File: src/rtl/core/ybd_pkg.sv
// ----------------------------------------------------------------------------
// ybd_pkg
// Shared types, codes and constants of the yEnc byte decoder with CRC-32.
// ----------------------------------------------------------------------------
package ybd_pkg;

    // Byte counter width, default
    localparam int COUNT_BITS_DEF = 32;

    // Stream widths
    localparam int S_TDATA_W = 72;
    localparam int S_TUSER_W = 2;
    localparam int M_TDATA_W = 16;
    localparam int M_TUSER_W = 1;

    // Commands carried in s_tuser
    localparam logic [1:0] CMD_START = 2'd0;
    localparam logic [1:0] CMD_BYTE  = 2'd1;
    localparam logic [1:0] CMD_END   = 2'd2;

    // Result kinds carried in m_tuser
    localparam logic KIND_BYTE   = 1'b0;
    localparam logic KIND_STATUS = 1'b1;

    // yEnc constants
    localparam logic [7:0]  ESC_CHAR     = 8'h3D;
    localparam logic [7:0]  ESC_OFFSET   = 8'd64;
    localparam logic [7:0]  SHIFT_OFFSET = 8'd42;
    localparam logic [31:0] CRC_POLY     = 32'hEDB88320;
    localparam logic [31:0] CRC_INIT     = 32'hFFFFFFFF;

    typedef struct packed {
        logic [1:0]  cmd;
        logic [7:0]  data_byte;
        logic [31:0] expected_crc;
        logic [31:0] expected_size;
    } ybd_item_t;

    typedef struct packed {
        logic       result_kind;
        logic [7:0] decoded_byte;
        logic       crc_ok;
        logic       size_ok;
    } ybd_result_t;

    // Reflected CRC-32 update over one byte, no inversion
    function automatic logic [31:0] crc32_byte(input logic [31:0] crc_in,
                                               input logic [7:0]  b);
        logic [31:0] c;
        c = crc_in ^ {24'd0, b};
        for (int i = 0; i < 8; i++) begin
            if (c[0]) begin
                c = (c >> 1) ^ CRC_POLY;
            end else begin
                c = c >> 1;
            end
        end
        return c;
    endfunction

endpackage

File: src/rtl/core/yenc_byte_decoder_crc32_core.sv
// ----------------------------------------------------------------------------
// yenc_byte_decoder_crc32_core
// yEnc body decoder with running CRC-32 and end-of-part size/CRC check.
// ----------------------------------------------------------------------------
// Usage:
//   Slave channel carries one command per transaction: start of part, one
//   encoded body byte (line terminators already stripped), or end-of-part
//   check with the expected CRC and size from the end line.
//   Master channel returns a decoded byte, or for the end command a status
//   with crc_ok and size_ok. Start, a lone escape and command 3 give nothing.
//   m_tvalid rises when the decode stage loads the result register; a slave
//   transaction passes the input register and then the result register
//   before it can be taken on the master side.
//   Throughput is one transaction per cycle while the receiver keeps up; the
//   CRC-32 byte update in the decode stage sets the cycle.
//   Reset clears both stages, the escape mark and the count and loads the
//   CRC with all ones; a start command does the same to the part state.
//   When the receiver stalls, the result holds in the output register and
//   one more transaction waits in the input register; s_tready then drops.
// ----------------------------------------------------------------------------
module yenc_byte_decoder_crc32_core #(
    parameter int COUNT_BITS = ybd_pkg::COUNT_BITS_DEF
) (
    input  logic                          aclk,
    input  logic                          aresetn,
    input  logic                          s_tvalid,
    output logic                          s_tready,
    // [7:0] data_byte, [39:8] expected_crc, [71:40] expected_size
    input  logic [ybd_pkg::S_TDATA_W-1:0] s_tdata,
    // [1:0] cmd
    input  logic [ybd_pkg::S_TUSER_W-1:0] s_tuser,
    output logic                          m_tvalid,
    input  logic                          m_tready,
    // [7:0] decoded_byte, [8] crc_ok, [9] size_ok, [15:10] zero
    output logic [ybd_pkg::M_TDATA_W-1:0] m_tdata,
    // [0] result_kind
    output logic [ybd_pkg::M_TUSER_W-1:0] m_tuser
);
    import ybd_pkg::*;

    ybd_item_t   s_item;
    ybd_item_t   item;
    logic        item_valid;
    logic        item_ready;
    ybd_result_t result;

    assign s_item.cmd           = s_tuser[1:0];
    assign s_item.data_byte     = s_tdata[7:0];
    assign s_item.expected_crc  = s_tdata[39:8];
    assign s_item.expected_size = s_tdata[71:40];

    ybd_in_reg u_in_reg (
        .aclk       (aclk),
        .aresetn    (aresetn),
        .s_tvalid   (s_tvalid),
        .s_tready   (s_tready),
        .s_item     (s_item),
        .item_valid (item_valid),
        .item_ready (item_ready),
        .item       (item)
    );

    ybd_decode #(
        .COUNT_BITS (COUNT_BITS)
    ) u_decode (
        .aclk       (aclk),
        .aresetn    (aresetn),
        .item_valid (item_valid),
        .item_ready (item_ready),
        .item       (item),
        .m_tvalid   (m_tvalid),
        .m_tready   (m_tready),
        .result     (result)
    );

    assign m_tdata = {6'd0, result.size_ok, result.crc_ok, result.decoded_byte};
    assign m_tuser = result.result_kind;

endmodule

File: src/rtl/core/ybd_in_reg.sv
// ----------------------------------------------------------------------------
// ybd_in_reg
// Input register stage: captures one transaction per cycle from the slave side while the decode stage takes items.
// ----------------------------------------------------------------------------
module ybd_in_reg (
    input  logic              aclk,
    input  logic              aresetn,
    input  logic              s_tvalid,
    output logic              s_tready,
    input  ybd_pkg::ybd_item_t s_item,
    output logic              item_valid,
    input  logic              item_ready,
    output ybd_pkg::ybd_item_t item
);
    import ybd_pkg::*;

    logic      valid_reg, valid_next;
    ybd_item_t item_reg,  item_next;

    assign s_tready   = !valid_reg || item_ready;
    assign item_valid = valid_reg;
    assign item       = item_reg;

    always_comb begin
        valid_next = valid_reg;
        item_next  = item_reg;
        if (s_tready) begin
            valid_next = s_tvalid;
            if (s_tvalid) begin
                item_next = s_item;
            end
        end
    end

    always_ff @(posedge aclk) begin
        if (!aresetn) begin
            valid_reg <= 1'b0;
        end else begin
            valid_reg <= valid_next;
        end
        item_reg <= item_next;
    end

endmodule

File: src/rtl/core/ybd_decode.sv
// ----------------------------------------------------------------------------
// ybd_decode
// Decode stage: escape handling, offset removal, CRC-32 and byte count
// update, end-of-part compare, and the result register.
// ----------------------------------------------------------------------------
module ybd_decode #(
    parameter int COUNT_BITS = ybd_pkg::COUNT_BITS_DEF
) (
    input  logic                aclk,
    input  logic                aresetn,
    input  logic                item_valid,
    output logic                item_ready,
    input  ybd_pkg::ybd_item_t  item,
    output logic                m_tvalid,
    input  logic                m_tready,
    output ybd_pkg::ybd_result_t result
);
    import ybd_pkg::*;

    localparam int CMP_W = (COUNT_BITS > 32) ? COUNT_BITS : 32;

    logic                  esc_reg,   esc_next;
    logic [31:0]           crc_reg,   crc_next;
    logic [COUNT_BITS-1:0] count_reg, count_next;
    logic                  valid_reg, valid_next;
    ybd_result_t           res_reg,   res_next;

    logic        has_result;
    logic        advance;
    logic        esc_mark;
    logic [7:0]  dec_byte;
    logic [31:0] crc_upd;
    logic [CMP_W-1:0] size_exp, size_cnt;

    // A lone '=' only sets the mark
    assign esc_mark   = !esc_reg && (item.data_byte == ESC_CHAR);
    assign has_result = ((item.cmd == CMD_BYTE) && !esc_mark) || (item.cmd == CMD_END);
    assign item_ready = !has_result || !valid_reg || m_tready;
    assign advance    = item_valid && item_ready;

    assign dec_byte = item.data_byte - (esc_reg ? ESC_OFFSET : 8'd0) - SHIFT_OFFSET;
    assign crc_upd  = crc32_byte(crc_reg, dec_byte);
    assign size_exp = CMP_W'(item.expected_size);
    assign size_cnt = CMP_W'(count_reg);

    always_comb begin
        esc_next   = esc_reg;
        crc_next   = crc_reg;
        count_next = count_reg;
        valid_next = valid_reg;
        res_next   = res_reg;
        if (m_tready) begin
            valid_next = 1'b0;
        end
        if (advance) begin
            unique case (item.cmd)
                CMD_START: begin
                    esc_next   = 1'b0;
                    crc_next   = CRC_INIT;
                    count_next = '0;
                end
                CMD_BYTE: begin
                    if (esc_mark) begin
                        esc_next = 1'b1;
                    end else begin
                        esc_next = 1'b0;
                        crc_next = crc_upd;
                        if (count_reg != {COUNT_BITS{1'b1}}) begin
                            count_next = count_reg + 1'b1;
                        end
                        valid_next            = 1'b1;
                        res_next.result_kind  = KIND_BYTE;
                        res_next.decoded_byte = dec_byte;
                        res_next.crc_ok       = 1'b0;
                        res_next.size_ok      = 1'b0;
                    end
                end
                CMD_END: begin
                    valid_next            = 1'b1;
                    res_next.result_kind  = KIND_STATUS;
                    res_next.decoded_byte = 8'd0;
                    res_next.crc_ok       = (item.expected_crc == ~crc_reg);
                    res_next.size_ok      = (size_exp == size_cnt);
                end
                default: begin
                    // unused command: drop
                end
            endcase
        end
    end

    always_ff @(posedge aclk) begin
        if (!aresetn) begin
            esc_reg   <= 1'b0;
            crc_reg   <= CRC_INIT;
            count_reg <= '0;
            valid_reg <= 1'b0;
        end else begin
            esc_reg   <= esc_next;
            crc_reg   <= crc_next;
            count_reg <= count_next;
            valid_reg <= valid_next;
        end
        res_reg <= res_next;
    end

    assign m_tvalid = valid_reg;
    assign result   = res_reg;

endmodule

File: config.mk
export PLATFORM = sky130hd
export DESIGN_NAME = yenc_byte_decoder_crc32_core
export DESIGN_NICKNAME = d
export VERILOG_FILES = /design/src/rtl/core/ybd_pkg.sv /design/src/rtl/core/yenc_byte_decoder_crc32_core.sv /design/src/rtl/core/ybd_in_reg.sv /design/src/rtl/core/ybd_decode.sv
export SDC_FILE = /design/constraint.sdc
export NUM_CORES = 1
export LEC_CHECK = 0
export BUFFER_PORTS_ARGS = -buffer_cell sky130_fd_sc_hd__buf_2
export CORE_ASPECT_RATIO = 0.9
export CORE_MARGIN = 3
export CORE_UTILIZATION = 45
export DETAILED_ROUTE_END_ITERATION = 6
export MAX_ROUTING_LAYER = met4
export PLACE_DENSITY = 0.63
export SYNTH_ARGS = -nofsm -noshare
export SYNTH_HDL_FRONTEND = slang
export SYNTH_HIERARCHICAL = 1
export SYNTH_SLANG_ARGS = --single-unit
export TNS_END_PERCENT = 30
File: constraint.sdc
create_clock -name aclk -period 3.9 [get_ports aclk]
set_input_delay 0.195 -clock aclk [delete_from_list [all_inputs] [get_ports aclk]]
set_output_delay 0.195 -clock aclk [all_outputs]
set_load 0.05 [all_outputs]
==> flow_summary.yaml, run 1 <==
power_and_ir_drop:
  vdd_drop_max_v: 0.0003235
  p_leak_uw: 0.003295
  power.density_mw_per_mm2: 469.0
  power_frac_seq: 0.431
  p_int_uw: 3164
  swShare: 0.2547
  switchingPower_uw: 1082
  p_clk_frac: 0.390
  p_comb_frac: 0.179
timing:
  setup_viol: 0
  hold_viol_final: 0
  fmax_ghz: 0.3358
  whs_ns: 0.05225
  finalMaxSlewViolations: 0
  worst_pin_slew_ns: 0.9891
  period_needed_ns: 2.978
  tns_ns: 0
  skew_ns: 0.008296
  grt_setup_unrepaired: "false"
  finalCritPeriodShare: 0.7635
  relSlewSlack: 0.3406
yosys:
  synth_edf_count: 85
  synthFlopType: "edfxtp_1"
  synth_top_cells_by_area: "edfxtp_1 (36%), dfxtp_1 (19%), xnor2_1 (11%), xor2_1 (8.6%), nor2_1 (3.8%)"
  synth_async_sr_flop_share: 0
  syn_area_per_cell_um2: 11.83
  netlist_area_mm2: 0.007061
  synthXorXnorAreaFrac: 0.2272
  synth_top_family_by_area: "XOR/XNOR gates"
  synth_top_area_cell: "edfxtp_1"
  seq_area_frac_synth: 0.5515
  synth_cells: 597
  synth_compound_area_frac: 0.05387
  synth-seq-cells: 152
  synthSimpleGateAreaFrac: 0.1272
  synth.mux.area_fraction: 0.001418
  yosysWarningCount: 6
  synth-adder-area-share: 0.01772
  synth_cell_types: 55
  yosysTopAreaCellShare: 0.3615
cells_and_area:
  syn2layout_area_growth_pct: 28.21
  final_cell_mix: "buf_2 (90), xnor2_1 (86), edfxtp_1 (85), dlygate4sd3_1 (74), nor2_1 (71)"
  final_common_cell: "buf_2"
  num_antenna_cells: 0
  nNetsFinal: 858
  largest_reg_flops: 74
  nFillCells: 1265
  drive_gt1_frac: 0.1826
  finish.utilization: 0.6023
worst_setup_path:
  cp_data_required_time_ns: 4.25
  path_class: "reg2reg"
  cp-end-kind: "flop"
  arrival_ns: 3.33
  path_max_fanout: 7
  critPathSlowestCell: "xnor3_1"
  cpPeakStageDelay_ns: 0.55
  startpoint_type: "flop"
  path_cells: "inv_1 -> ha_1 -> or2_2 -> nor3b_1 -> o2bb2ai_1 -> xnor2_2 -> xnor3_1 -> xor2_1 -> a21oi_1"
placed_design:
  hpwl_um: 10500
  io_buffers: 90
  gp_congestion: 0.8599
routing:
  ant_nets: 0
  first_iter_violations: 368
  vias: 4805
  post-route-drc-count: 0
  wl_per_cell_um: 15.57
  vias_per_cell: 4.898
  drt_pass1_iterations: 6
  totalWireLength_um: 15270
clock_tree:
  cts_tree: "built"
  worst_skew_pair.late_latency_ns: 0.43
  cts_root_buf: "clkbuf_16"
  clk_pin_slew_ns: 0.06
  numCtsBuffers: 17
  clockBufferDepth: 2
  h-tree-depth: 4
  clock-sinks: 152
floorplan:
  start_util: 0.4698
  row_count: 42
  ios: 97
  core_mm2: 0.01503
  die_area_mm2: 0.01723
  die_w_um: 138.0
  die_y_um: 124.8
hold_path:
  hp-class: "in2reg"
global_routing:
  antenna_found_initial: 0
  grt_pass1_vias: 4919
  track_usage: 0.1920
  grt_max_degree: 75
  grt_pass1_wl_um: 25410
  gr-total-overflow: 0
flow_run:
  cap_viol_max_count: 0
run_status:
  status: "finished clean"
==> routing by layer <==
metal  GRT usage  up-vias  share of wire
li1            -     2395              -
met1      0.2658     2261           0.49
met2      0.2807      137           0.45
met3     0.03877       12          0.053
met4     0.07089        0          0.012
met5           -        -              0
==> logic make-up after synthesis <==
kind of cell             Yosys count
AND/OR/NAND/NOR                  170
multiplexers                       1
flip-flops                       152
buffers and inverters             32
other                              1
XOR/XNOR                         167
adder cells (fa/ha/maj)           10
AO/OA/AOI/OAI                     64
==> timing repair <==
action                                 CTS  global route
resized for setup                        0             0
setup buffers                            0             0
endpoints found under the hold margin   74             0
hold buffers                            74             0
==> stage by stage <==
step / instances / total power (uW) / cell area, um^2 / setup WS (ns)
floorplan: 602 / 2408 / 7079 / 1.348
global placement: 875 / 2549 / 7715 / 1.129
detailed placement: 875 / 2558 / 7715 / 0.9784
CTS: 981 / 4279 / 9052 / 0.9556
global route: 981 / 4435 / 9052 / 0.7155
finish: 981 / 4246 / 9052 / 0.9223
==> path summary, 6_finish.rpt <==
kind	endpoint	depth (start not counted)	from	slack [ns]
hold / removal	u_in_reg/item_valid	3	s_tvalid	0.05
setup / recovery	u_decode/crc_reg[20]	9	u_in_reg/item[67]	0.92
setup reg to reg	u_decode/crc_reg[20]	9	u_in_reg/item[67]	0.92
hold reg to reg	u_decode/count_reg[28]	2	u_decode/count_reg[28]	0.51
==> worst max-delay path: cells and delay by family, from the launching register on <==
family / cells / cell delay, ns
AOI/OAI and AO/OA: 2 / 0.40
xor gates and xnor gates: 3 / 1.22
adders and majority gates: 1 / 0.19
buffers and inverters: 1 / 0.08
DFF: 1 / 0.49
and+or+nand+nor: 2 / 0.51
==> power groups by stage <==
stage | clock [uW] | combinational (uW) | sequential, uW
6_report | 1660 | 759 | 1830
5_1_grt | 1760 | 837 | 1840
4_1_cts | 1690 | 758 | 1830
3_5_place_dp | 0 | 694 | 1860
3_3_place_gp | 0 | 686 | 1860
2_1_floorplan | 0 | 547 | 1860
==> cells in the mapped netlist, types with 2 or more instances <==
cell and number:
xnor3_1 2, nor4_1 7, nor3b_1 3, nor2b_1 6, nand3_1 13, a21oi_1 38
and3_1 4, edfxtp_1 85, or3_1 6, nand2b_1 5, xor2_2 4, buf_2 2
o31ai_1 2, xnor2_2 2, nor2_1 71, xor2_1 69, o21ai_0 8, ha_1 10
o21ai_1 2, xnor2_1 86, dfxtp_1 67, and4_1 6, nor3_1 4, nand4_1 20
buf_4 6, inv_1 13, nand2_1 16, o22a_1 3, clkbuf_1 11
==> area by class of cell <==
type	instances	area, um^2	area share
Clock buffer	20	446.7	0.04934
Clock inverter	12	150.1	0.01659
Inverter	13	48.80	0.005390
Multi-Input combinational cell	418	3044	0.3363
Sequential cell	152	3894	0.4301
Tap cell	198	247.7	0.02737
Timing Repair Buffer	168	1221	0.1349
Power figures use the tool's default switching activity.
==> run 2, diff against run 1 <==
--- a/config.mk
+++ b/config.mk
@@ -5,13 +5,14 @@
 export SDC_FILE = /design/constraint.sdc
 export NUM_CORES = 1
 export LEC_CHECK = 0
+export ABC_AREA = 1
 export BUFFER_PORTS_ARGS = -buffer_cell sky130_fd_sc_hd__buf_2
 export CORE_ASPECT_RATIO = 0.9
 export CORE_MARGIN = 3
 export CORE_UTILIZATION = 45
 export DETAILED_ROUTE_END_ITERATION = 6
 export MAX_ROUTING_LAYER = met4
-export PLACE_DENSITY = 0.63
+export PLACE_DENSITY = 0.65
 export SYNTH_ARGS = -nofsm -noshare
 export SYNTH_HDL_FRONTEND = slang
 export SYNTH_HIERARCHICAL = 1
==> constraint.sdc (replaced) <==
create_clock -name aclk -period 2.6 [get_ports aclk]
set_input_delay 0.13 -clock aclk [delete_from_list [all_inputs] [get_ports aclk]]
set_output_delay 0.13 -clock aclk [all_outputs]
set_load 0.05 [all_outputs]
==> flow_summary.yaml, run 2 <==
floorplan:
  die_w_um: 150.0
  ios: 97
  core_mm2: 0.01796
  start_util: 0.4679
  die_y_um: 135.6
  row_count: 46
  die_area_mm2: 0.02035
routing:
  totalWireLength_um: 24390
  vias: 7710
  ant_nets: 0
  drt_pass1_iterations: 6
  post-route-drc-count: 0
  first_iter_violations: 801
  wl_per_cell_um: 16.40
  vias_per_cell: 5.185
timing:
  period_needed_ns: 2.395
  skew_ns: 0.01027
  finalCritPeriodShare: 0.9210
  setup_viol: 0
  relSlewSlack: 0.4650
  finalMaxSlewViolations: 0
  hold_viol_final: 0
  whs_ns: 0.07932
  grt_setup_unrepaired: "true"
  fmax_ghz: 0.4176
  worst_pin_slew_ns: 0.8025
  post-route-worst-setup-slack_ns: 0.2054
global_routing:
  grt_max_degree: 41
  track_usage: 0.2570
  gr-total-overflow: 0
  grt_pass1_vias: 7385
  grt_pass1_wl_um: 39150
  antenna_found_initial: 0
clock_tree:
  numCtsBuffers: 17
  worst_skew_pair.late_latency_ns: 0.44
  cts_root_buf: "clkbuf_16"
  clockBufferDepth: 2
  clk_pin_slew_ns: 0.06
  cts_tree: "built"
  h-tree-depth: 4
  clock-sinks: 152
yosys:
  synth_compound_area_frac: 0.08637
  synth-seq-cells: 152
  synth_top_family_by_area: "simple AND/OR/NAND/NOR gates"
  synth_cells: 1050
  seq_area_frac_synth: 0.4634
  synthSimpleGateAreaFrac: 0.2901
  synthFlopType: "edfxtp_1"
  synth_commonest_cells: "nand2_1 (294), inv_1 (103), nor2_1 (99), nand3_1 (96), edfxtp_1 (85)"
  synth_cell_types: 47
  synth.mux.area_fraction: 0
  synth_top_area_cell: "edfxtp_1"
  synth_top_cells_by_area: "edfxtp_1 (30%), dfxtp_1 (16%), nand2_1 (13%), xor2_1 (5.7%), nand3_1 (5.7%)"
  syn_area_per_cell_um2: 8.002
  synth-adder-area-share: 0.01489
  yosys.cell_count.top_type: "nand2_1"
  synthXorXnorAreaFrac: 0.06865
  netlist_area_mm2: 0.008402
  yosysWarningCount: 6
  synth_edf_count: 85
  synth_async_sr_flop_share: 0
  yosysTopAreaCellShare: 0.3038
run_status:
  status: "finished clean"
worst_setup_path:
  path_max_fanout: 10
  critPathLaunch: "u_in_reg/item[67]"
  worstReg2RegStart: "u_in_reg/item[67]"
  cp_data_required_time_ns: 2.93
  cp-end-kind: "flop"
  reg2reg_depth: 18
  path_class: "reg2reg"
  reg2reg_slack_ns: 0.21
  startpoint_type: "flop"
  arrival_ns: 2.72
  rr_endpoint: "u_decode/crc_reg[24]"
hold_path:
  min_to: "u_decode/m_tvalid"
  hold_start: "m_tready"
  whs_path_depth: 4
  hp-class: "in2reg"
cells_and_area:
  nFillCells: 1644
  multi_input_area_mm2: 0.003916
  largest_reg_flops: 74
  final_common_cell: "nand2_1"
  nNetsFinal: 1323
  regArea_mm2: 0.003894
  final_cell_mix: "nand2_1 (292), inv_1 (102), nor2_1 (97), nand3_1 (96), buf_2 (90)"
  syn2layout_area_growth_pct: 25.44
  drive_gt1_frac: 0.1644
  num_antenna_cells: 0
power_and_ir_drop:
  p_leak_uw: 0.004352
  vdd_drop_max_v: 0.0004211
  power.density_mw_per_mm2: 568.9
placed_design:
  io_buffers: 90
  hpwl_um: 17190
  gp_congestion: 0.9926
  dp_slack_ns: 0.1939
flow_run:
  cap_viol_max_count: 0
[run 2: final cells by class]
cell class,instances,area share
clock buffer,17,0.04037
tap,240,0.02849
timing repair buffer,193,0.1377
sequential,152,0.3695
inverter,111,0.03977
multi-input combinational,760,0.3716
clock inverter,14,0.01258
[run 2: report_power, final]
part | switching (uW) | internal (uW)
registers | 56.0 | 2630
logic | 575 | 356
clock network | 1120 | 1260
[run 2: worst max-delay path by stage]
stage	end
after floorplan	u_in_reg/item[0]
after global placement	u_decode/crc_reg[27]
after detailed placement	u_decode/crc_reg[24]
after CTS	u_decode/crc_reg[24]
after global routing	u_decode/crc_reg[24]
final	u_decode/crc_reg[24]
[run 2: timing repair]
action | in CTS | in global routing
hold endpoints to repair | 75 | 0
hold buffers | 76 | 0
gates resized for setup | 0 | 3
setup buffers | 0 | 4
endpoints found under the setup margin | 0 | 7
[run 2: through the flow]
step                      cells   TNS [ns]  cell area (um^2)  utilization  power, uW
after floorplan            1055     -2.896              8448            -       3311
after global placement     1376          0              9183       0.5114       3540
after detailed placement   1376          0              9183       0.5114       3551
after CTS                  1483          0             10500       0.5848       6014
after global routing       1487  -0.002200             10540       0.5869       6260
final                      1487          0             10540       0.5869       5996
[run 2: layer usage]
metal	track usage	vias up	part of all wire
li1	-	3827	-
met1	0.3871	3530	0.50
met2	0.3445	324	0.40
met3	0.05821	29	0.085
met4	0.07063	0	0.014
met5	-	-	0
[run 2: kinds of logic after synthesis]
family,after synthesis
adder cells (fa/ha/maj),10
AO/OA/AOI/OAI,116
AND/OR/NAND/NOR,563
flip-flops,152
buffers and inverters,143
XOR/XNOR,65
other,1
[run 2: worst max-delay path, stage by stage, from the launching register on]
cell and delay [ns]:
edfxtp_1 0.45, inv_1 0.09, ha_1 0.22, nor2_1 0.14, nand2_1 0.09, nand2_1 0.08
nand2_1 0.07, nand2_1 0.07, nand2_2 0.17, inv_4 0.19, nand2_1 0.10, nand2_2 0.17
inv_2 0.05, nand2_1 0.07, nand2_1 0.06, nand2_1 0.05, nand3_1 0.07, o21ai_1 0.09
inv_1 0.05
